$ cat src/sv/spg_pkg.sv
// spg_pkg: shared constants, item types and small tables of the sample pattern generator.
// Used by every module of the block; no dependencies.
`default_nettype none

package spg_pkg;

   // sizing of the index and of the fixed-point fractions
   localparam int INDEX_BITS    = 16;
   localparam int FRACTION_BITS = 32;
   localparam int COORD_BITS    = 32;
   localparam int CSR_BITS      = 5;
   localparam int N_BITS        = INDEX_BITS + 1;
   localparam int FRAC_CUT      = COORD_BITS - FRACTION_BITS;

   function automatic int base3_digits(longint value);
      longint t;
      int     cnt;
      t   = value;
      cnt = 0;
      while (t != 0) begin
         t   = t / 3;
         cnt = cnt + 1;
      end
      return cnt;
   endfunction

   function automatic longint pow3(int k);
      longint acc;
      acc = 1;
      for (int i = 0; i < k; i++) begin
         acc = acc * 3;
      end
      return acc;
   endfunction

   // base-3 digit extraction, two digits per stage
   localparam int MAX_DIGITS   = base3_digits(longint'(1) << INDEX_BITS);
   localparam int DEN_BITS     = $clog2(pow3(MAX_DIGITS) + 1);
   localparam int DIGIT_STAGES = (MAX_DIGITS + 1) / 2;

   // divide by 9 as multiply by reciprocal; 2^shift = 1 mod 9 so the error term is 8
   localparam int     DIV9_SHIFT = 6 * ((INDEX_BITS + 4 + 5) / 6);
   localparam longint DIV9_MUL   = ((longint'(1) << DIV9_SHIFT) + 8) / 9;
   localparam int     PROD_BITS  = N_BITS + DIV9_SHIFT;

   // restoring long division of the base-3 fraction
   localparam int STEPS_PER_STAGE = 4;
   localparam int DIV_STAGES      = (FRACTION_BITS + STEPS_PER_STAGE - 1) / STEPS_PER_STAGE;
   localparam int DIV_STEPS       = DIV_STAGES * STEPS_PER_STAGE;
   localparam int DIV_PAD         = DIV_STEPS - FRACTION_BITS;

   localparam logic [CSR_BITS-1:0]   COUNT_LOG2_RESET = CSR_BITS'(10);
   localparam logic [COORD_BITS-1:0] ONE_MAX =
      COORD_BITS'((longint'(1) << FRACTION_BITS) - longint'(1));

   typedef enum logic [1:0] {
      CMD_HALTON     = 2'd0,
      CMD_HAMMERSLEY = 2'd1,
      CMD_SOBOL      = 2'd2,
      CMD_BAYER      = 2'd3
   } cmd_type;

   typedef struct packed {
      cmd_type                 cmd;
      logic [INDEX_BITS-1:0]   index;
   } req_item_type;

   typedef struct packed {
      logic [COORD_BITS-1:0]   coord_x;
      logic [COORD_BITS-1:0]   coord_y;
      logic                    saturated;
   } rsp_item_type;

   // finished result plus the flag that the halton y is still to come
   typedef struct packed {
      logic                    halton;
      rsp_item_type            rsp;
   } side_type;

   typedef struct packed {
      side_type                side;
      logic [N_BITS-1:0]       num;
      logic [DEN_BITS-1:0]     digits;
      logic [DEN_BITS-1:0]     den;
   } digit_item_type;

   typedef struct packed {
      side_type                side;
      logic [DEN_BITS-1:0]     rem;
      logic [DEN_BITS-1:0]     den;
      logic [DIV_STEPS-1:0]    quot;
   } div_item_type;

   function automatic logic [COORD_BITS-1:0] bit_reverse32(logic [COORD_BITS-1:0] v);
      logic [COORD_BITS-1:0] r;
      for (int i = 0; i < COORD_BITS; i++) begin
         r[i] = v[COORD_BITS-1-i];
      end
      return r;
   endfunction

   function automatic logic [3:0] dither_4x4(logic [3:0] pos);
      logic [3:0] d;
      case (pos)
         4'd0:    d = 4'd0;
         4'd1:    d = 4'd8;
         4'd2:    d = 4'd2;
         4'd3:    d = 4'd10;
         4'd4:    d = 4'd12;
         4'd5:    d = 4'd4;
         4'd6:    d = 4'd14;
         4'd7:    d = 4'd6;
         4'd8:    d = 4'd3;
         4'd9:    d = 4'd11;
         4'd10:   d = 4'd1;
         4'd11:   d = 4'd9;
         4'd12:   d = 4'd15;
         4'd13:   d = 4'd7;
         4'd14:   d = 4'd13;
         default: d = 4'd5;
      endcase
      return d;
   endfunction

   // r = d0 + 3*d1 (low digit first) becomes 3*d0 + d1 for the reversed number
   function automatic logic [3:0] pair_swap(logic [3:0] r);
      logic [3:0] s;
      case (r)
         4'd0:    s = 4'd0;
         4'd1:    s = 4'd3;
         4'd2:    s = 4'd6;
         4'd3:    s = 4'd1;
         4'd4:    s = 4'd4;
         4'd5:    s = 4'd7;
         4'd6:    s = 4'd2;
         4'd7:    s = 4'd5;
         4'd8:    s = 4'd8;
         default: s = 4'd0;
      endcase
      return s;
   endfunction

endpackage

`default_nettype wire

$ cat src/sv/spg_div_stage.sv
// spg_div_stage: one pipeline stage of restoring division, four quotient bits per stage.
// Depends on spg_pkg.
`default_nettype none

module spg_div_stage
   import spg_pkg::*;
(
   input  wire logic          clock,
   input  wire logic          reset,
   input  wire logic          advance,
   input  wire logic          in_valid,
   input  wire div_item_type  in_item,
   output logic               out_valid,
   output div_item_type       out_item
);

   logic                   valid_ff;
   div_item_type           item_ff;
   div_item_type           item_in;
   logic [DEN_BITS-1:0]    rem_v;
   logic [DEN_BITS:0]      trial;
   logic [DIV_STEPS-1:0]   quot_v;

   always_comb begin
      rem_v  = in_item.rem;
      quot_v = in_item.quot;
      trial  = '0;
      for (int i = 0; i < STEPS_PER_STAGE; i++) begin
         trial = {rem_v, 1'b0};
         if (trial >= {1'b0, in_item.den}) begin
            rem_v  = DEN_BITS'(trial - {1'b0, in_item.den});
            quot_v = {quot_v[DIV_STEPS-2:0], 1'b1};
         end else begin
            rem_v  = trial[DEN_BITS-1:0];
            quot_v = {quot_v[DIV_STEPS-2:0], 1'b0};
         end
      end
      item_in      = in_item;
      item_in.rem  = rem_v;
      item_in.quot = quot_v;
   end

   always_ff @(posedge clock) begin
      if (reset) begin
         valid_ff <= 1'b0;
      end else if (advance) begin
         valid_ff <= in_valid;
      end
      if (advance) begin
         item_ff <= item_in;
      end
   end

   assign out_valid = valid_ff;
   assign out_item  = item_ff;

   a_rem_below_den: assert property (@(posedge clock) disable iff (reset)
      valid_ff |-> (item_ff.rem < item_ff.den))
      else $error("division remainder not below divisor");

endmodule

`default_nettype wire

$ cat config.mk
export PLATFORM = sky130hd
export DESIGN_NAME = spg_div_stage
export DESIGN_NICKNAME = d
export VERILOG_FILES = /design/src/sv/spg_pkg.sv /design/src/sv/spg_div_stage.sv
export SDC_FILE = /design/constraint.sdc
export NUM_CORES = 1
export LEC_CHECK = 0
export ABC_CLOCK_PERIOD_IN_PS = 9900
export BUFFER_PORTS_ARGS = -buffer_cell sky130_fd_sc_hd__clkbuf_2
export CORE_MARGIN = 2
export CORE_UTILIZATION = 47
export CTS_CLUSTER_SIZE = 28
export DETAILED_ROUTE_END_ITERATION = 8
export PLACE_DENSITY = 0.78
export SYNTH_ARGS = -nofsm -noshare
export SYNTH_HDL_FRONTEND = slang
export SYNTH_SLANG_ARGS = --single-unit
$ cat constraint.sdc
create_clock -name clock -period 9.9 [get_ports clock]
set_clock_uncertainty 0.1 [all_clocks]
set_input_delay 1.485 -clock clock [delete_from_list [all_inputs] [get_ports clock]]
set_output_delay 1.485 -clock clock [all_outputs]
set_load 0.01 [all_outputs]
==> flow_summary.toml <==
[outcome]
status = "complete, but fails checks"
failing_checks = "setup timing"

[die]
die-area_um2 = 19000
dieWidth_um = 138
initial_utilization_pct = 48.4
die-height_um = 138
pin_count = 273
core_region_area_um2 = 17400
rows = 48

[routing]
drt_pass1_iterations = 6
drt_drc_violations_left = 0
route.vias.total = 8224
drt-total-wl_um = 29400
detail_route.wl_per_cell_um = 20.2
antenna_violating_nets_post_route = 0
first_drt_iteration_drcs = 645
detail_route.vias_per_cell = 5.65

[synth]
yosysUniqueCellTypes = 67
async_flop_share_pct = 0
synth_fp_nets = 928
synth-edff-count = 134
synth_ff_type = "sky130_fd_sc_hd__edfxtp_1"
yosys-top-cells-count = "134 x sky130_fd_sc_hd__edfxtp_1, 69 x sky130_fd_sc_hd__ha_1, 53 x sky130_fd_sc_hd__a21oi_1"
ys.warnings.count = 0
synth.top_cell.area_share_pct = 47.8
seq_area_frac_synth_pct = 48.0
yosys-top-cells-area = "sky130_fd_sc_hd__edfxtp_1 48%, sky130_fd_sc_hd__ha_1 10%, sky130_fd_sc_hd__mux2_2 5.6%, sky130_fd_sc_hd__xnor2_1 4.1%, sky130_fd_sc_hd__a21oi_1 3.1%"
synthesis.instances = 720
synth_area_per_cell_um2 = 11.7
post-synth-top-count-cell = "sky130_fd_sc_hd__edfxtp_1"
netlist.top_cell.by_area = "sky130_fd_sc_hd__edfxtp_1"
synthesis.area_um2 = 8420
synth_seq_cells = 135

[global_routing]
globalRoute.totalOverflow = 0
use_met3_pct = 5.30
grt.met2_usage_pct = 50.6
first_global_vias = 7863
grt_use_total_pct = 28.0
pin_count_of_the_biggest_net_entering_global_routing = 79
grt_antenna_before_repair = 0
grt.busiest_layer = "met2"
grt_first_pass_wirelength_um = 40700
use_met1_pct = 32.1

[run]
drv_cap = 0

[place]
detailedPlacementHpwl_um = 20900
post_dp_cell_area_um2 = 11600
detailedPlace.worstSlack_ns = -0.385
port_buffers = 268
gp_congestion = 0.953

[finish]
finish.instance_area_um2 = 12700
insertedDiodeCount = 0
syn2layout_area_growth_pct = 50.7
final_nets = 1426
fillerInstances = 1116
layout-drive-gt1-share_pct = 53.0

[setup_path]
critical_path.slowest_cell = "sky130_fd_sc_hd__a221oi_4"
category_of_the_critical_setup_timing_path = "primary input to flip-flop"
r2r_slack_ns = 9.18
max_stage_delay_ns = 0.46
cp.required_ns = 9.97
timing.critical_path.to_type = "flip-flop"
cp_data_arrival_time_ns = 10.00
start_kind = "primary input"
critical_path.max_fanout = 8

[power]
power.internal_w = 0.00285
power.static_leakage_nw = 5.88
p_switching_w = 0.00186
clockPowerShare_pct = 13.6
power_switching_share_pct = 39.6
share_seq_of_total_power_pct = 17.6
report.power.total_w = 0.00471
vdd_ir_drop_max_v = 0.000289
power_frac_comb_pct = 68.9
powerDensity_nw_per_um2 = 371

[clock_network]
cts_tree = "built"
max_root_sink_buffers = 2
cts.sink_count = 135
cts_buffers = 17
cts-htree-levels = 4
cts-root-buf = "sky130_fd_sc_hd__clkbuf_16"
clk-insertion-delay-late_ns = 0.41
clkSlewWorstSetupHoldPaths_ns = 0.07

[sta]
final_min_period_over_clock_period_pct = 100
report.final.slew_viol_count = 0
finalSetupViolations = 11
timing_worst_slew_pin_value_ns = 0.961
hold_viol_final = 0
timing.final.ws_setup_ns = -0.0332
post-route-min-period_ns = 9.93
max_clock_freq_mhz = 101
slew_headroom_pct = 36.0

[hold_path]
hold_path_class = "flip-flop to flip-flop"
==> through the flow <==
step	utilization [%]	hold slack, ns	cells	TNS [ns]
floorplan	-	0.428	720	0
global placement	66.7	0.384	1403	-4.22
detailed placement	66.7	0.395	1403	-6.42
CTS	70.1	0.411	1435	0
global route	72.9	0.470	1456	-5.41
finish	72.9	0.423	1456	-0.113
==> layout by cell type (no fill, tap or decap), types with 4 or more instances in the layout <==
cell type / netlist / layout
sky130_fd_sc_hd__nand3_1: 10 / 10
sky130_fd_sc_hd__a21oi_2: 1 / 10
sky130_fd_sc_hd__mux2_4: 10 / 14
sky130_fd_sc_hd__ha_1: 69 / 59
sky130_fd_sc_hd__nand2b_1: 13 / 12
sky130_fd_sc_hd__ha_4: 0 / 9
sky130_fd_sc_hd__inv_2: 0 / 4
sky130_fd_sc_hd__o21ai_0: 34 / 25
sky130_fd_sc_hd__nor2_1: 40 / 37
sky130_fd_sc_hd__or2_2: 5 / 5
sky130_fd_sc_hd__a21oi_1: 53 / 44
sky130_fd_sc_hd__clkbuf_16: 0 / 18
sky130_fd_sc_hd__o21a_1: 11 / 11
sky130_fd_sc_hd__nand2_1: 38 / 38
sky130_fd_sc_hd__xnor2_1: 39 / 39
sky130_fd_sc_hd__buf_6: 2 / 5
sky130_fd_sc_hd__a211oi_2: 2 / 6
sky130_fd_sc_hd__inv_8: 0 / 5
sky130_fd_sc_hd__and2_1: 4 / 4
sky130_fd_sc_hd__xor2_1: 18 / 18
sky130_fd_sc_hd__inv_1: 32 / 27
sky130_fd_sc_hd__buf_4: 1 / 215
sky130_fd_sc_hd__nor2b_1: 6 / 6
sky130_fd_sc_hd__inv_6: 0 / 5
sky130_fd_sc_hd__o21ai_1: 1 / 7
sky130_fd_sc_hd__mux2_2: 42 / 38
sky130_fd_sc_hd__a31oi_1: 7 / 5
sky130_fd_sc_hd__a21o_1: 26 / 26
sky130_fd_sc_hd__clkbuf_2: 0 / 267
sky130_fd_sc_hd__nand4_1: 10 / 10
sky130_fd_sc_hd__edfxtp_1: 134 / 134
sky130_fd_sc_hd__nor3_1: 13 / 11
sky130_fd_sc_hd__o21bai_1: 12 / 11
==> kinds of logic after synthesis <==
logic type               after synthesis  share of synthesized area [%]
XOR/XNOR                              57                           5.93
buffers and inverters                 47                           2.39
AND/OR/NAND/NOR                      169                           10.6
AO/OA/AOI/OAI                        187                           14.8
multiplexers                          55                           7.75
flip-flops                           135                           48.0
adder cells (fa/ha/maj)               70                           10.5
==> layout make-up <==
type                       count  area, um^2  area share (%)
timing repair inverter         2        15.0           0.118
timing repair buffer         490        3070            24.2
tap                          225         282            2.22
clock inverter                15         179            1.41
multi-input combinational    539        4540            35.8
inverter                      33         133            1.04
clock buffer                  17         425            3.35
sequential                   135        4040            31.9
==> state kept, by name, summed over array words and instances, names as in the netlist <==
register	count
out_item	134
out_valid	1
==> power groups by stage <==
stage | logic, W | registers [W] | clock network [W]
floorplan | 0.00168 | 0.000878 | 0
global placement | 0.00266 | 0.000828 | 0
detailed placement | 0.00275 | 0.000834 | 0
CTS | 0.00282 | 0.000827 | 0.000644
global route | 0.00341 | 0.000835 | 0.000669
finish | 0.00324 | 0.000827 | 0.000639
==> repair_timing <==
item,4_1_cts,5_1_grt
buffers inserted,0,16
gates resized for setup,1,70
pin swaps,0,27
hold buffers,0,0
cloned,0,5
setup endpoints to repair,8,19
==> critical path, delay by kind of cell <==
| family | cells | cell delay (ns) |
|---|---|---|
| AO/OA/AOI/OAI | 17 | 3.39 |
| AND/OR/NAND/NOR | 8 | 1.80 |
| adder cells (fa/ha/maj) | 4 | 1.04 |
| buffers and inverters | 7 | 0.97 |
| multiplexers | 4 | 1.31 |
==> layer usage <==
layer | wire (um) | vias to the layer above
met3 | 2180 | 131
met5 | 0 | -
li1 | - | 3748
met2 | 15100 | 453
met1 | 10600 | 3892
met4 | 1600 | 0
==> final timing paths <==
check,from,end,depth (start not counted)
worst max-delay path,in_item[40],out_item[58]$_DFFE_PP_,40
worst min-delay path,out_valid$_SDFFE_PP0P_,out_valid$_SDFFE_PP0P_,2
worst max register to register,out_valid$_SDFFE_PP0P_,out_valid$_SDFFE_PP0P_,2
worst min register to register,out_valid$_SDFFE_PP0P_,out_valid$_SDFFE_PP0P_,2
Power figures use the tool's default switching activity.
