===== src/sv/spg_pkg.sv =====
// spg_pkg: shared constants, item types and small tables of the sample pattern generator.
// Used by every module of the block; no dependencies.
`default_nettype none

package spg_pkg;

   // sizing of the index and of the fixed-point fractions
   localparam int INDEX_BITS    = 16;
   localparam int FRACTION_BITS = 32;
   localparam int COORD_BITS    = 32;
   localparam int CSR_BITS      = 5;
   localparam int N_BITS        = INDEX_BITS + 1;
   localparam int FRAC_CUT      = COORD_BITS - FRACTION_BITS;

   function automatic int base3_digits(longint value);
      longint t;
      int     cnt;
      t   = value;
      cnt = 0;
      while (t != 0) begin
         t   = t / 3;
         cnt = cnt + 1;
      end
      return cnt;
   endfunction

   function automatic longint pow3(int k);
      longint acc;
      acc = 1;
      for (int i = 0; i < k; i++) begin
         acc = acc * 3;
      end
      return acc;
   endfunction

   // base-3 digit extraction, two digits per stage
   localparam int MAX_DIGITS   = base3_digits(longint'(1) << INDEX_BITS);
   localparam int DEN_BITS     = $clog2(pow3(MAX_DIGITS) + 1);
   localparam int DIGIT_STAGES = (MAX_DIGITS + 1) / 2;

   // divide by 9 as multiply by reciprocal; 2^shift = 1 mod 9 so the error term is 8
   localparam int     DIV9_SHIFT = 6 * ((INDEX_BITS + 4 + 5) / 6);
   localparam longint DIV9_MUL   = ((longint'(1) << DIV9_SHIFT) + 8) / 9;
   localparam int     PROD_BITS  = N_BITS + DIV9_SHIFT;

   // restoring long division of the base-3 fraction
   localparam int STEPS_PER_STAGE = 4;
   localparam int DIV_STAGES      = (FRACTION_BITS + STEPS_PER_STAGE - 1) / STEPS_PER_STAGE;
   localparam int DIV_STEPS       = DIV_STAGES * STEPS_PER_STAGE;
   localparam int DIV_PAD         = DIV_STEPS - FRACTION_BITS;

   localparam logic [CSR_BITS-1:0]   COUNT_LOG2_RESET = CSR_BITS'(10);
   localparam logic [COORD_BITS-1:0] ONE_MAX =
      COORD_BITS'((longint'(1) << FRACTION_BITS) - longint'(1));

   typedef enum logic [1:0] {
      CMD_HALTON     = 2'd0,
      CMD_HAMMERSLEY = 2'd1,
      CMD_SOBOL      = 2'd2,
      CMD_BAYER      = 2'd3
   } cmd_type;

   typedef struct packed {
      cmd_type                 cmd;
      logic [INDEX_BITS-1:0]   index;
   } req_item_type;

   typedef struct packed {
      logic [COORD_BITS-1:0]   coord_x;
      logic [COORD_BITS-1:0]   coord_y;
      logic                    saturated;
   } rsp_item_type;

   // finished result plus the flag that the halton y is still to come
   typedef struct packed {
      logic                    halton;
      rsp_item_type            rsp;
   } side_type;

   typedef struct packed {
      side_type                side;
      logic [N_BITS-1:0]       num;
      logic [DEN_BITS-1:0]     digits;
      logic [DEN_BITS-1:0]     den;
   } digit_item_type;

   typedef struct packed {
      side_type                side;
      logic [DEN_BITS-1:0]     rem;
      logic [DEN_BITS-1:0]     den;
      logic [DIV_STEPS-1:0]    quot;
   } div_item_type;

   function automatic logic [COORD_BITS-1:0] bit_reverse32(logic [COORD_BITS-1:0] v);
      logic [COORD_BITS-1:0] r;
      for (int i = 0; i < COORD_BITS; i++) begin
         r[i] = v[COORD_BITS-1-i];
      end
      return r;
   endfunction

   function automatic logic [3:0] dither_4x4(logic [3:0] pos);
      logic [3:0] d;
      case (pos)
         4'd0:    d = 4'd0;
         4'd1:    d = 4'd8;
         4'd2:    d = 4'd2;
         4'd3:    d = 4'd10;
         4'd4:    d = 4'd12;
         4'd5:    d = 4'd4;
         4'd6:    d = 4'd14;
         4'd7:    d = 4'd6;
         4'd8:    d = 4'd3;
         4'd9:    d = 4'd11;
         4'd10:   d = 4'd1;
         4'd11:   d = 4'd9;
         4'd12:   d = 4'd15;
         4'd13:   d = 4'd7;
         4'd14:   d = 4'd13;
         default: d = 4'd5;
      endcase
      return d;
   endfunction

   // r = d0 + 3*d1 (low digit first) becomes 3*d0 + d1 for the reversed number
   function automatic logic [3:0] pair_swap(logic [3:0] r);
      logic [3:0] s;
      case (r)
         4'd0:    s = 4'd0;
         4'd1:    s = 4'd3;
         4'd2:    s = 4'd6;
         4'd3:    s = 4'd1;
         4'd4:    s = 4'd4;
         4'd5:    s = 4'd7;
         4'd6:    s = 4'd2;
         4'd7:    s = 4'd5;
         4'd8:    s = 4'd8;
         default: s = 4'd0;
      endcase
      return s;
   endfunction

endpackage

`default_nettype wire


===== src/sv/spg_digit_stage.sv =====
// spg_digit_stage: one pipeline stage that peels up to two base-3 digits off the index.
// Depends on spg_pkg.
`default_nettype none

module spg_digit_stage
   import spg_pkg::*;
(
   input  wire logic            clock,
   input  wire logic            reset,
   input  wire logic            advance,
   input  wire logic            in_valid,
   input  wire digit_item_type  in_item,
   output logic                 out_valid,
   output digit_item_type       out_item
);

   localparam int EXT_BITS = N_BITS + 4;

   logic                   valid_ff;
   digit_item_type         item_ff;
   digit_item_type         item_in;
   logic [PROD_BITS-1:0]   prod;
   logic [N_BITS-1:0]      quo;
   logic [EXT_BITS-1:0]    diff;
   logic [3:0]             rem;

   always_comb begin
      prod = PROD_BITS'(in_item.num) * PROD_BITS'(DIV9_MUL);
      quo  = prod[DIV9_SHIFT +: N_BITS];
      diff = EXT_BITS'(in_item.num) - (EXT_BITS'(quo) << 3) - EXT_BITS'(quo);
      rem  = diff[3:0];

      item_in = in_item;
      if (in_item.num != '0) begin
         if ((quo == '0) && (rem < 4'd3)) begin
            // a single digit left
            item_in.digits = (in_item.digits << 1) + in_item.digits + DEN_BITS'(rem);
            item_in.den    = (in_item.den << 1) + in_item.den;
            item_in.num    = '0;
         end else begin
            item_in.digits = (in_item.digits << 3) + in_item.digits
                             + DEN_BITS'(pair_swap(rem));
            item_in.den    = (in_item.den << 3) + in_item.den;
            item_in.num    = quo;
         end
      end
   end

   always_ff @(posedge clock) begin
      if (reset) begin
         valid_ff <= 1'b0;
      end else if (advance) begin
         valid_ff <= in_valid;
      end
      if (advance) begin
         item_ff <= item_in;
      end
   end

   assign out_valid = valid_ff;
   assign out_item  = item_ff;

   a_digits_below_den: assert property (@(posedge clock) disable iff (reset)
      valid_ff |-> (item_ff.digits < item_ff.den))
      else $error("reversed digits not below the power of three");

endmodule

`default_nettype wire


===== config.mk =====
export PLATFORM = sky130hd
export DESIGN_NAME = spg_digit_stage
export DESIGN_NICKNAME = d
export VERILOG_FILES = /design/src/sv/spg_pkg.sv /design/src/sv/spg_digit_stage.sv
export SDC_FILE = /design/constraint.sdc
export NUM_CORES = 1
export LEC_CHECK = 0
export ABC_AREA = 0
export BUFFER_PORTS_ARGS = -buffer_cell sky130_fd_sc_hd__buf_2
export CAP_MARGIN = 20
export CELL_PAD_IN_SITES_DETAIL_PLACEMENT = 1
export CELL_PAD_IN_SITES_GLOBAL_PLACEMENT = 1
export CORE_ASPECT_RATIO = 1.75
export CORE_MARGIN = 5
export CORE_UTILIZATION = 30
export CTS_CLUSTER_DIAMETER = 100
export DETAILED_ROUTE_END_ITERATION = 8
export PLACE_DENSITY = 0.63
export SYNTH_ARGS = -nofsm -noshare
export SYNTH_HDL_FRONTEND = slang
export SYNTH_SLANG_ARGS = --single-unit

===== constraint.sdc =====
create_clock -name clock -period 12.5 [get_ports clock]
set_input_delay 0.625 -clock clock [delete_from_list [all_inputs] [get_ports clock]]
set_output_delay 0.625 -clock clock [all_outputs]
set_load 0.005 [all_outputs]

==> results of run 1 <==
layer usage:
metal	part of all wire	vias up	global-route usage
met5	0.0011	-	0
met1	0.34	4830	0.165
met3	0.061	67	0.0360
met4	0.039	6	0.0680
met2	0.56	276	0.344
li1	-	4694	-
worst max-delay path by stage:
stage	slack (ns)	cells past startpoint	end
final	2.21	43	out_item[35]$_DFFE_PP_
after global routing	1.55	43	out_item[35]$_DFFE_PP_
after CTS	2.15	43	out_item[35]$_DFFE_PP_
after detailed placement	1.72	43	out_item[35]$_DFFE_PP_
after global placement	1.86	43	out_item[35]$_DFFE_PP_
after floorplan	2.84	42	out_item[35]$_DFFE_PP_
logic make-up after synthesis:
family | synth area share
simple gates | 0.103
flops | 0.288
compound gates | 0.109
fa+ha+maj | 0.377
xor+xnor | 0.0497
buf+inv | 0.0635
mux | 0.00971
other cells | 0.000300
placed cells by master, fill, tap and decap left out, types with 24 or more instances in the layout:
cell type  count
a21oi_1       54
buf_2        241
edfxtp_1     119
fa_1          90
ha_1         232
inv_1        192
nand2_1       71
nand3_1       24
nor2_1        82
nor3_1        25
o21ai_0       38
xnor2_1       48
state kept, by name, summed over array words and instances (netlist names):
signal     cells
out_item     119
out_valid      1
area by class of cell:
cell class                      count  area, um2  share of cell area
Sequential cell                   120       3590               0.240
Clock inverter                     15        166              0.0111
Tap cell                          555        694              0.0464
Timing Repair Buffer              246       1240              0.0832
Clock buffer                       17        425              0.0285
Multi-Input combinational cell    876       8110               0.542
Inverter                          192        721              0.0482
stage by stage:
step / area, um2 / worst slack [ns] / instances / util
2_1_floorplan: 12500 / 2.84 / 1205 / -
3_3_place_gp: 14400 / 1.86 / 1989 / 0.346
3_5_place_dp: 14400 / 1.72 / 1989 / 0.346
4_1_cts: 15000 / 2.15 / 2021 / 0.360
5_1_grt: 15000 / 1.55 / 2021 / 0.360
6_report: 15000 / 2.21 / 2021 / 0.360
==> results.md, run 1 <==
- Syn Area/Cell: 10.4 um2
- Routed WL: 39.0 mm
- Core Area: 41,500 um2
- Area growth syn-to-layout: 19.7%
- DIE AREA: 46,000 um2
- Min cycle time layout: 10.29 ns
- Ys async rst share: 0
- WL/cell: 19.3 um
- Post-CTS sizing: 0
- Final TNS setup: 0 ns
- Number of fill cells: 4,745
- Critical path buffers and inverters: 10
- Final Hold Vio Count: 0
- Most common cell in the netlist: ha_1
- Worst flop-to-flop path startpoint: out_valid$_SDFFE_PP0P_
- Slew Viols, Final: 0
- Crit share post-route: 0.823
- Global-route usage over all layers: 0.172
- Vias per std cell: 4.89
- CTS Sinks: 120
- Total global routing overflow: 0
- Share of cells above drive strength 1: 0.198
- Layout net count: 1,898
- Worst rel slew slack: 0.383
- CP most frequent cell: inv_1
- CTS Buf Count: 17
- Post-CTS setup repair buffer count: 0
- # rows: 99
- TritonRoute pass-1 iters: 6
- Max Clk Rate: 97.1 MHz
- Initial Utilization: 0.301
- Finish-stage setup viols: 0
- Die width: 164 um
- Top cells by area, synth: edfxtp_1 29%, ha_1 23%, fa_1 14%
- Antenna violations before repair: 3
- Cell taking the most area after synthesis: edfxtp_1
- Net Count, Synth: 1,650
- Slowest library cell on the worst path: fa_1
- Worst-margin pin slew: 0.919 ns
- Detail Route Antenna Nets: 0
- Vias in the first global route: 11,100
- Num ports: 243
- Top_reg_cell synth: edfxtp_1
- Top delay family on crit path: adder cells
- Crit path max fanout: 5
- Post-route DRC violation count: 0
- Clock-pin slew on the worst setup and hold paths: 0.06 ns
- Worst Hold Margin: 0.351 ns
- Die Y: 280 um
- Hold EP: out_valid$_SDFFE_PP0P_
- Register area share after synthesis: 0.288
- Crit end category: register
- Min-delay src: reset
- Routed vias: 9,873
- CTS tree: done
- R2R setup slack: 11.92 ns
- H-tree levels: 4
- Mapped Area: 12,500 um2
- Dpl hpwl: 33.5 mm
- Status: finished, final reports clean
- Clk_lat worst skew: 0.42 ns
- Req. time, crit path: 12.64 ns
- Mapped Cells: 1,205
- Worst r2r dst: out_valid$_SDFFE_PP0P_
- Crit path DAT: 10.44 ns
- Register bit total from synthesis: 120
- Max Cap Viol: 0
- Synth top cells by count: 232 x ha_1, 192 x inv_1, 119 x edfxtp_1, 90 x fa_1, 82 x nor2_1
- Port Buffers: 242
- First-pass GRT wire length: 60.6 mm
- Yosys cell types: 71
- Number of enable flip-flop cells after synthesis: 119
- Cell depth of the worst flop-to-flop path: 2
- Post-Route Skew: 0 ns
- Post-synth top area share: 0.286
- Iter 0 DRT Violations: 277
- Hold depth: 2
- Routability cong.: 0.856
- Crit Path Class: primary input to register
- Worst min-delay path class: primary input to register
- Max incr delay on CP: 0.57 ns
- # diodes: 0
- Crit start category: primary input
- Largest net degree at the start of global routing: 70
- Post-CTS Hold Buffers: 0
- Root Driver: clkbuf_16
- RSZ-0062 raised after global routing: no
- Setup crit start: in_item[50]
- Clock buffer depth: 2
- Yosys warnings: 0
Power of run 1 is not shown: default switching activity piles up to over one toggle a cycle in this logic, so the estimate is an artifact.
==> run 2: changes to the inputs <==
--- a/config.mk
+++ b/config.mk
@@ -15,7 +15,7 @@
 export CORE_UTILIZATION = 30
 export CTS_CLUSTER_DIAMETER = 100
 export DETAILED_ROUTE_END_ITERATION = 8
-export PLACE_DENSITY = 0.63
+export PLACE_DENSITY = 0.66
 export SYNTH_ARGS = -nofsm -noshare
 export SYNTH_HDL_FRONTEND = slang
 export SYNTH_SLANG_ARGS = --single-unit
==> constraint.sdc (replaced) <==
create_clock -name clock -period 8.84 [get_ports clock]
set_input_delay 0.442 -clock clock [delete_from_list [all_inputs] [get_ports clock]]
set_output_delay 0.442 -clock clock [all_outputs]
set_load 0.005 [all_outputs]
==> run 2 against run 1 <==
Effect of this change:
- the flow now finishes with violations (setup timing)
- cell area grew 11%
- sequential share of layout area shrank 2.3 points
- cell count grew 7.4%
- via count grew 7.6%
- global-route usage grew 0.89 points
- non-clock buffer count grew 147
- die area is the same
- core utilization grew 3.8 points
==> results.md, run 2 (same netlist as run 1, synthesis figures left out) <==
- Status: complete, but fails checks
- Failing checks: setup timing
- Max incr delay on CP: 0.55 ns (-0.02 ns)
- Crit start category: primary input
- # rows: 99 (unchanged)
- Iter 0 DRT Violations: 281 (+1.4%)
- RSZ-0062 raised after global routing: yes
- WL/cell: 19.6 um (+1.5%)
- Crit Path Class: primary input to register
- Dpl hpwl: 36.1 mm (+7.7%)
- Root Driver: clkbuf_16
- CTS tree: done
- Area growth syn-to-layout: 32.3%
- Critical path buffers and inverters: 8 (-2)
- Num ports: 243 (unchanged)
- R2R setup slack: 8.24 ns (-3.68 ns)
- Die width: 164 um (unchanged)
- Global-route usage over all layers: 0.180 (+0.00889)
- First-pass GRT wire length: 63.5 mm (+4.8%)
- Post-layout util: 0.398 (+0.0381)
- Largest net degree at the start of global routing: 68 (-2.9%)
- Number of flip-flops in the largest register: 119 (unchanged)
- Routed vias: 10,600 (+7.6%)
- Post-Route Skew: 0 ns (unchanged)
- DIE AREA: 46,000 um2 (unchanged)
- Final TNS setup: -0.0386 ns (-0.0386 ns)
- Final Hold Vio Count: 0 (unchanged)
- Die Y: 280 um (unchanged)
- Setup crit start: in_item[44]
- Routability cong.: 0.857 (+0.11%)
- Detail Route Antenna Nets: 0 (unchanged)
- Vias per std cell: 4.89 (+0.18%)
- Antenna violations before repair: 3 (unchanged)
- Finish-stage setup viols: 2 (+2)
- Most common cell after layout, fill and taps aside: buf_2
- Clock-pin slew on the worst setup and hold paths: 0.06 ns (about the same)
- Min cycle time layout: 8.88 ns
- Crit path max fanout: 6 (+1)
- Crit share post-route: 1.00
- Worst r2r dst: out_valid$_SDFFE_PP0P_
- Clock buffer depth: 2 (unchanged)
- Highest-count cells in the layout ignoring fill and taps: 239 x buf_2, 214 x ha_1, 175 x inv_1
- Max Clk Rate: 113 MHz
- Worst flop-to-flop path startpoint: out_valid$_SDFFE_PP0P_
- Worst rel slew slack: 0.430 (+0.0471)
- Routed WL: 42.5 mm (+9.0%)
- Post-Place Cells: 2,117 (+6.4%)
- Crit end category: register
- Layout net count: 2,045 (+7.7%)
- Worst min-delay path class: primary input to register
- Port Buffers: 242 (unchanged)
- Final worst setup slack: -0.0386 ns (-2.24 ns)
- Req. time, crit path: 8.97 ns (-3.67 ns)
- TritonRoute pass-1 iters: 5 (-1)
- Finished Layout Cells: 2,171 (+7.4%)
- CTS Buf Count: 17 (unchanged)
- Post-route DRC violation count: 0 (unchanged)
- Slowest library cell on the worst path: fa_1
- Worst-margin pin slew: 0.855 ns (-0.0637 ns)
- Vias in the first global route: 11,800 (+6.1%)
- Top delay family on crit path: adder cells
- Max Cap Viol: 0 (unchanged)
- H-tree levels: 4 (unchanged)
- Placement Setup Slack: -0.800 ns (-2.52 ns)
- CTS Sinks: 120 (unchanged)
- Slew Viols, Final: 0 (unchanged)
- Share of cells above drive strength 1: 0.317 (+0.119)
- CP most frequent cell: ha_1
- Initial Utilization: 0.301 (unchanged)
- Clk_lat worst skew: 0.42 ns (about the same)
- Critical Path Sink: out_item[34]$_DFFE_PP_
- Total global routing overflow: 0 (unchanged)
- Crit path DAT: 9.01 ns (-1.43 ns)
- Post-CTS Hold Buffers: 0 (unchanged)
- Cell depth of the worst flop-to-flop path: 2 (unchanged)
- Cell depth of the worst setup path: 40 (-7.0%)
- Core Area: 41,500 um2 (unchanged)
run 2: cell count changes in the layout (fill, tap and decap cells not counted), sizes merged:
cell | previous run | this run
buf | 246 | 393
diode | 0 | 3
clkinvlp | 2 | 3
bufinv | 2 | 3
clkbuf | 17 | 20
inv | 197 | 192
run 2: layout make-up:
cell class              count  area (um2)
clock buffers              20         447
well taps                 555         694
repair buffers            393        2400
fillers                  4746       25000
diodes                      3        7.51
inverters                 192         727
multi-input cells         876        8510
flip-flops and latches    120        3590
clock inverters            12         151
run 2: repair_timing:
item	4_1_cts	5_1_grt
endpoints found under the hold margin	0	0
gates resized for setup	40	43
setup endpoints to repair	9	19
setup buffers	9	10
pin swaps	63	61
run 2: layer usage:
layer,global-route usage,up-vias,wire length (um)
met5,0,-,0
met4,0.0723,0,1380
met3,0.0313,71,2140
met2,0.380,299,25100
met1,0.161,5252,13900
li1,-,5003,-
run 2: metrics by stage:
step	hold WS [ns]	instance area, um2
CTS	0.144	16300
finish	0.172	16500
global placement	0.476	15400
detailed placement	0.529	15400
floorplan	0.485	12600
global route	0.161	16500
run 2: worst min-delay path by stage:
stage,start,endpoint,slack [ns],cells past startpoint
floorplan,out_valid$_SDFFE_PP0P_,out_valid$_SDFFE_PP0P_,0.48,2
global placement,out_valid$_SDFFE_PP0P_,out_valid$_SDFFE_PP0P_,0.48,2
detailed placement,out_valid$_SDFFE_PP0P_,out_valid$_SDFFE_PP0P_,0.53,2
CTS,reset,out_valid$_SDFFE_PP0P_,0.14,2
global route,in_item[82],out_item[82]$_DFFE_PP_,0.16,1
finish,reset,out_valid$_SDFFE_PP0P_,0.17,2
Power of run 2 is left out for the same reason.
==> run 3: changes to the inputs <==
--- a/config.mk
+++ b/config.mk
@@ -5,7 +5,7 @@
 export SDC_FILE = /design/constraint.sdc
 export NUM_CORES = 1
 export LEC_CHECK = 0
-export ABC_AREA = 0
+export ABC_AREA = 1
 export BUFFER_PORTS_ARGS = -buffer_cell sky130_fd_sc_hd__buf_2
 export CAP_MARGIN = 20
 export CELL_PAD_IN_SITES_DETAIL_PLACEMENT = 1
@@ -15,7 +15,7 @@
 export CORE_UTILIZATION = 30
 export CTS_CLUSTER_DIAMETER = 100
 export DETAILED_ROUTE_END_ITERATION = 8
-export PLACE_DENSITY = 0.66
+export PLACE_DENSITY = 0.67
 export SYNTH_ARGS = -nofsm -noshare
 export SYNTH_HDL_FRONTEND = slang
 export SYNTH_SLANG_ARGS = --single-unit
==> run 3 against run 2 <==
Effect of this change:
- hold slack worse by 0.016 ns
- routed wire length is 18% higher
- die area is 10% higher
- register-to-register slack better by 0.02 ns
- maximum frequency is 6.2% higher
- the flow now finishes without violations
- first-iteration DRC count is 35% higher
- non-clock buffer count is 105 lower
- flip-flop and latch count stayed put
==> results.md, run 3 <==
- Post-Route Skew: 0 ns (unchanged)
- Largest net degree at the start of global routing: 76 (+12%)
- Worst Hold Margin: 0.156 ns (-0.0156 ns)
- Cell depth of the worst flop-to-flop path: 2 (unchanged)
- Dpl hpwl: 43.5 mm (+21%)
- CTS Buf Count: 17 (unchanged)
- Vias in the first global route: 14,000 (+19%)
- Port Buffers: 242 (unchanged)
- # rows: 104 (+5.1%)
- Iter 0 DRT Violations: 380 (+35%)
- TritonRoute pass-1 iters: 4 (-1)
- Top cells by area, synth: edfxtp_1 26%, ha_1 21%, fa_1 13%
- Status: finished, final reports clean
- Layout net count: 2,400 (+17%)
- Slowest library cell on the worst path: fa_1
- # diodes: 0 (-3)
- Max incr delay on CP: 0.55 ns (about the same)
- Min cycle time layout: 8.36 ns (-0.519 ns)
- Die Y: 294 um (+5.2%)
- Crit end category: register
- Worst r2r dst: out_valid$_SDFFE_PP0P_
- Syn Area/Cell: 8.33 um2 (-20%)
- Clk_lat worst skew: 0.43 ns (about the same)
- Global-route usage over all layers: 0.195 (+0.0143)
- Mapped Area: 13,900 um2 (+11%)
- Yosys cell types: 39 (-45%)
- Highest-count cells in the layout ignoring fill and taps: 406 x nand2_1, 303 x inv_1, 241 x buf_2
- Worst-margin pin slew: 1.02 ns (+0.167 ns)
- Register area share after synthesis: 0.259 (-0.0285)
- Crit Path Class: primary input to register
- Worst rel slew slack: 0.319 (-0.111)
- Finish-stage setup viols: 0 (-2)
- Req. time, crit path: 9.03 ns (+0.06 ns)
- Root Driver: clkbuf_16
- CP most frequent cell: nand2_1
- Routed vias: 12,500 (+17%)
- Initial Utilization: 0.302 (+0.000817)
- Num ports: 243 (unchanged)
- Die width: 173 um (+5.0%)
- Min-delay src: reset
- WL/cell: 19.6 um (+0.19%)
- Placement Setup Slack: -0.185 ns (+0.615 ns)
- Cell taking the most area after synthesis: edfxtp_1
- CTS tree: done
- Ys async rst share: 0 (unchanged)
- Most common cell after layout, fill and taps aside: nand2_1
- Hold depth: 2 (unchanged)
- Max Cap Viol: 0 (unchanged)
- Clock-pin slew on the worst setup and hold paths: 0.06 ns (about the same)
- Crit share post-route: 0.946 (-0.0587)
- DP Area: 16,100 um2 (+4.2%)
- Core Area: 45,900 um2 (+11%)
- Number of flip-flops in the largest register: 119 (unchanged)
- Routed WL: 50.1 mm (+18%)
- Routability cong.: 0.917 (+7.0%)
- Clock buffer depth: 2 (unchanged)
- Final worst setup slack: 0.481 ns (+0.519 ns)
- Worst flop-to-flop path startpoint: out_valid$_SDFFE_PP0P_
- H-tree levels: 4 (unchanged)
- Synth top cells by count: 406 x nand2_1, 303 x inv_1, 232 x ha_1, 119 x edfxtp_1, 103 x nand3_1
- Register bit total from synthesis: 120 (unchanged)
- Crit start category: primary input
- Setup crit start: in_item[51]
- Crit path DAT: 8.54 ns (-0.47 ns)
- DIE AREA: 50,800 um2 (+10%)
- Post-layout util: 0.364 (-0.0347)
- Number of enable flip-flop cells after synthesis: 119 (unchanged)
- Crit path max fanout: 5 (-1)
- RSZ-0062 raised after global routing: yes
- Max Clk Rate: 120 MHz (+6.2%)
- Slew Viols, Final: 0 (unchanged)
- Hold EP: out_valid$_SDFFE_PP0P_
- Mapped Cells: 1,664 (+38%)
- First-pass GRT wire length: 77.4 mm (+22%)
- Post-synth top area share: 0.258 (-0.0283)
- Worst min-delay path class: primary input to register
- Area growth syn-to-layout: 20.5%
- Share of cells above drive strength 1: 0.184 (-0.133)
- Yosys warnings: 0 (unchanged)
- Post-CTS setup repair buffer count: 0 (-9)
- Total global routing overflow: 0 (unchanged)
- Antenna violations before repair: 0 (-3)
- Net Count, Synth: 2,109 (+28%)
- CTS Sinks: 120 (unchanged)
- R2R setup slack: 8.26 ns (+0.02 ns)
- Final Hold Vio Count: 0 (unchanged)
- Most common cell in the netlist: nand2_1
- Detail Route Antenna Nets: 0 (unchanged)
- Post-route DRC violation count: 0 (unchanged)
- Top_reg_cell synth: edfxtp_1
- Vias per std cell: 4.89 (about the same)
- Fin area: 16,700 um2 (+1.1%)
==> run 3: cell count changes after synthesis, moves of 14 or more <==
cell,change
xor2_1,+25
nand2_1,+335
nand3_1,+79
a21oi_1,+43
inv_1,+111
o311ai_0,-14
a21o_1,-18
xnor2_1,-24
==> run 3: routing by layer <==
| metal | GRT usage | wire (um) |
|---|---|---|
| met5 | 0 | 0 |
| met4 | 0.108 | 3020 |
| met3 | 0.0281 | 1770 |
| met2 | 0.396 | 28200 |
| met1 | 0.181 | 17000 |
==> run 3: final cells by class <==
type                    instances  area (um2)
clock inverters                14         188
fillers                      5612       29200
clock buffers                  18         429
repair buffers                288        1560
well taps                     583         729
flip-flops and latches        120        3590
inverters                     309        1160
multi-input cells            1219        9050
==> run 3: worst max-delay path, delay by kind of cell <==
kind,cells,cell delay (ns)
xor gates and xnor gates,2,0.34
AOI/OAI and AO/OA,5,0.75
and+or+nand+nor,19,1.63
buffers and inverters,13,0.81
adders and majority gates,11,4.56
==> run 3: worst max-delay path by stage <==
stage,end,cells past startpoint
global route,out_item[32]$_DFFE_PP_,46
CTS,out_item[33]$_DFFE_PP_,47
global placement,out_item[32]$_DFFE_PP_,48
detailed placement,out_item[32]$_DFFE_PP_,48
floorplan,out_item[32]$_DFFE_PP_,47
finish,out_item[32]$_DFFE_PP_,50
==> run 3: cells by family (layout without fill, tap and decap cells) <==
| family | after synthesis | in the layout | synth area share |
|---|---|---|---|
| buf+inv | 325 | 629 | 0.0897 |
| simple gates | 653 | 653 | 0.200 |
| other cells | 1 | 1 | 0.000270 |
| flops | 120 | 120 | 0.259 |
| fa+ha+maj | 322 | 322 | 0.339 |
| mux | 1 | 1 | 0.000722 |
| xor+xnor | 70 | 70 | 0.0442 |
| compound gates | 172 | 172 | 0.0669 |
==> run 3: timing repair <==
| item | CTS | global route |
|---|---|---|
| hold buffers | 0 | 0 |
| setup endpoints to repair | 0 | 8 |
| resized for setup | 0 | 11 |
==> run 3: per-stage QoR <==
stage / std cells / setup TNS [ns]
after floorplan: 1664 / 0
after global placement: 2519 / 0
after detailed placement: 2519 / -0.569
after CTS: 2551 / 0
after global routing: 2551 / -0.0607
final: 2551 / 0
Power of run 3 is left out for the same reason.
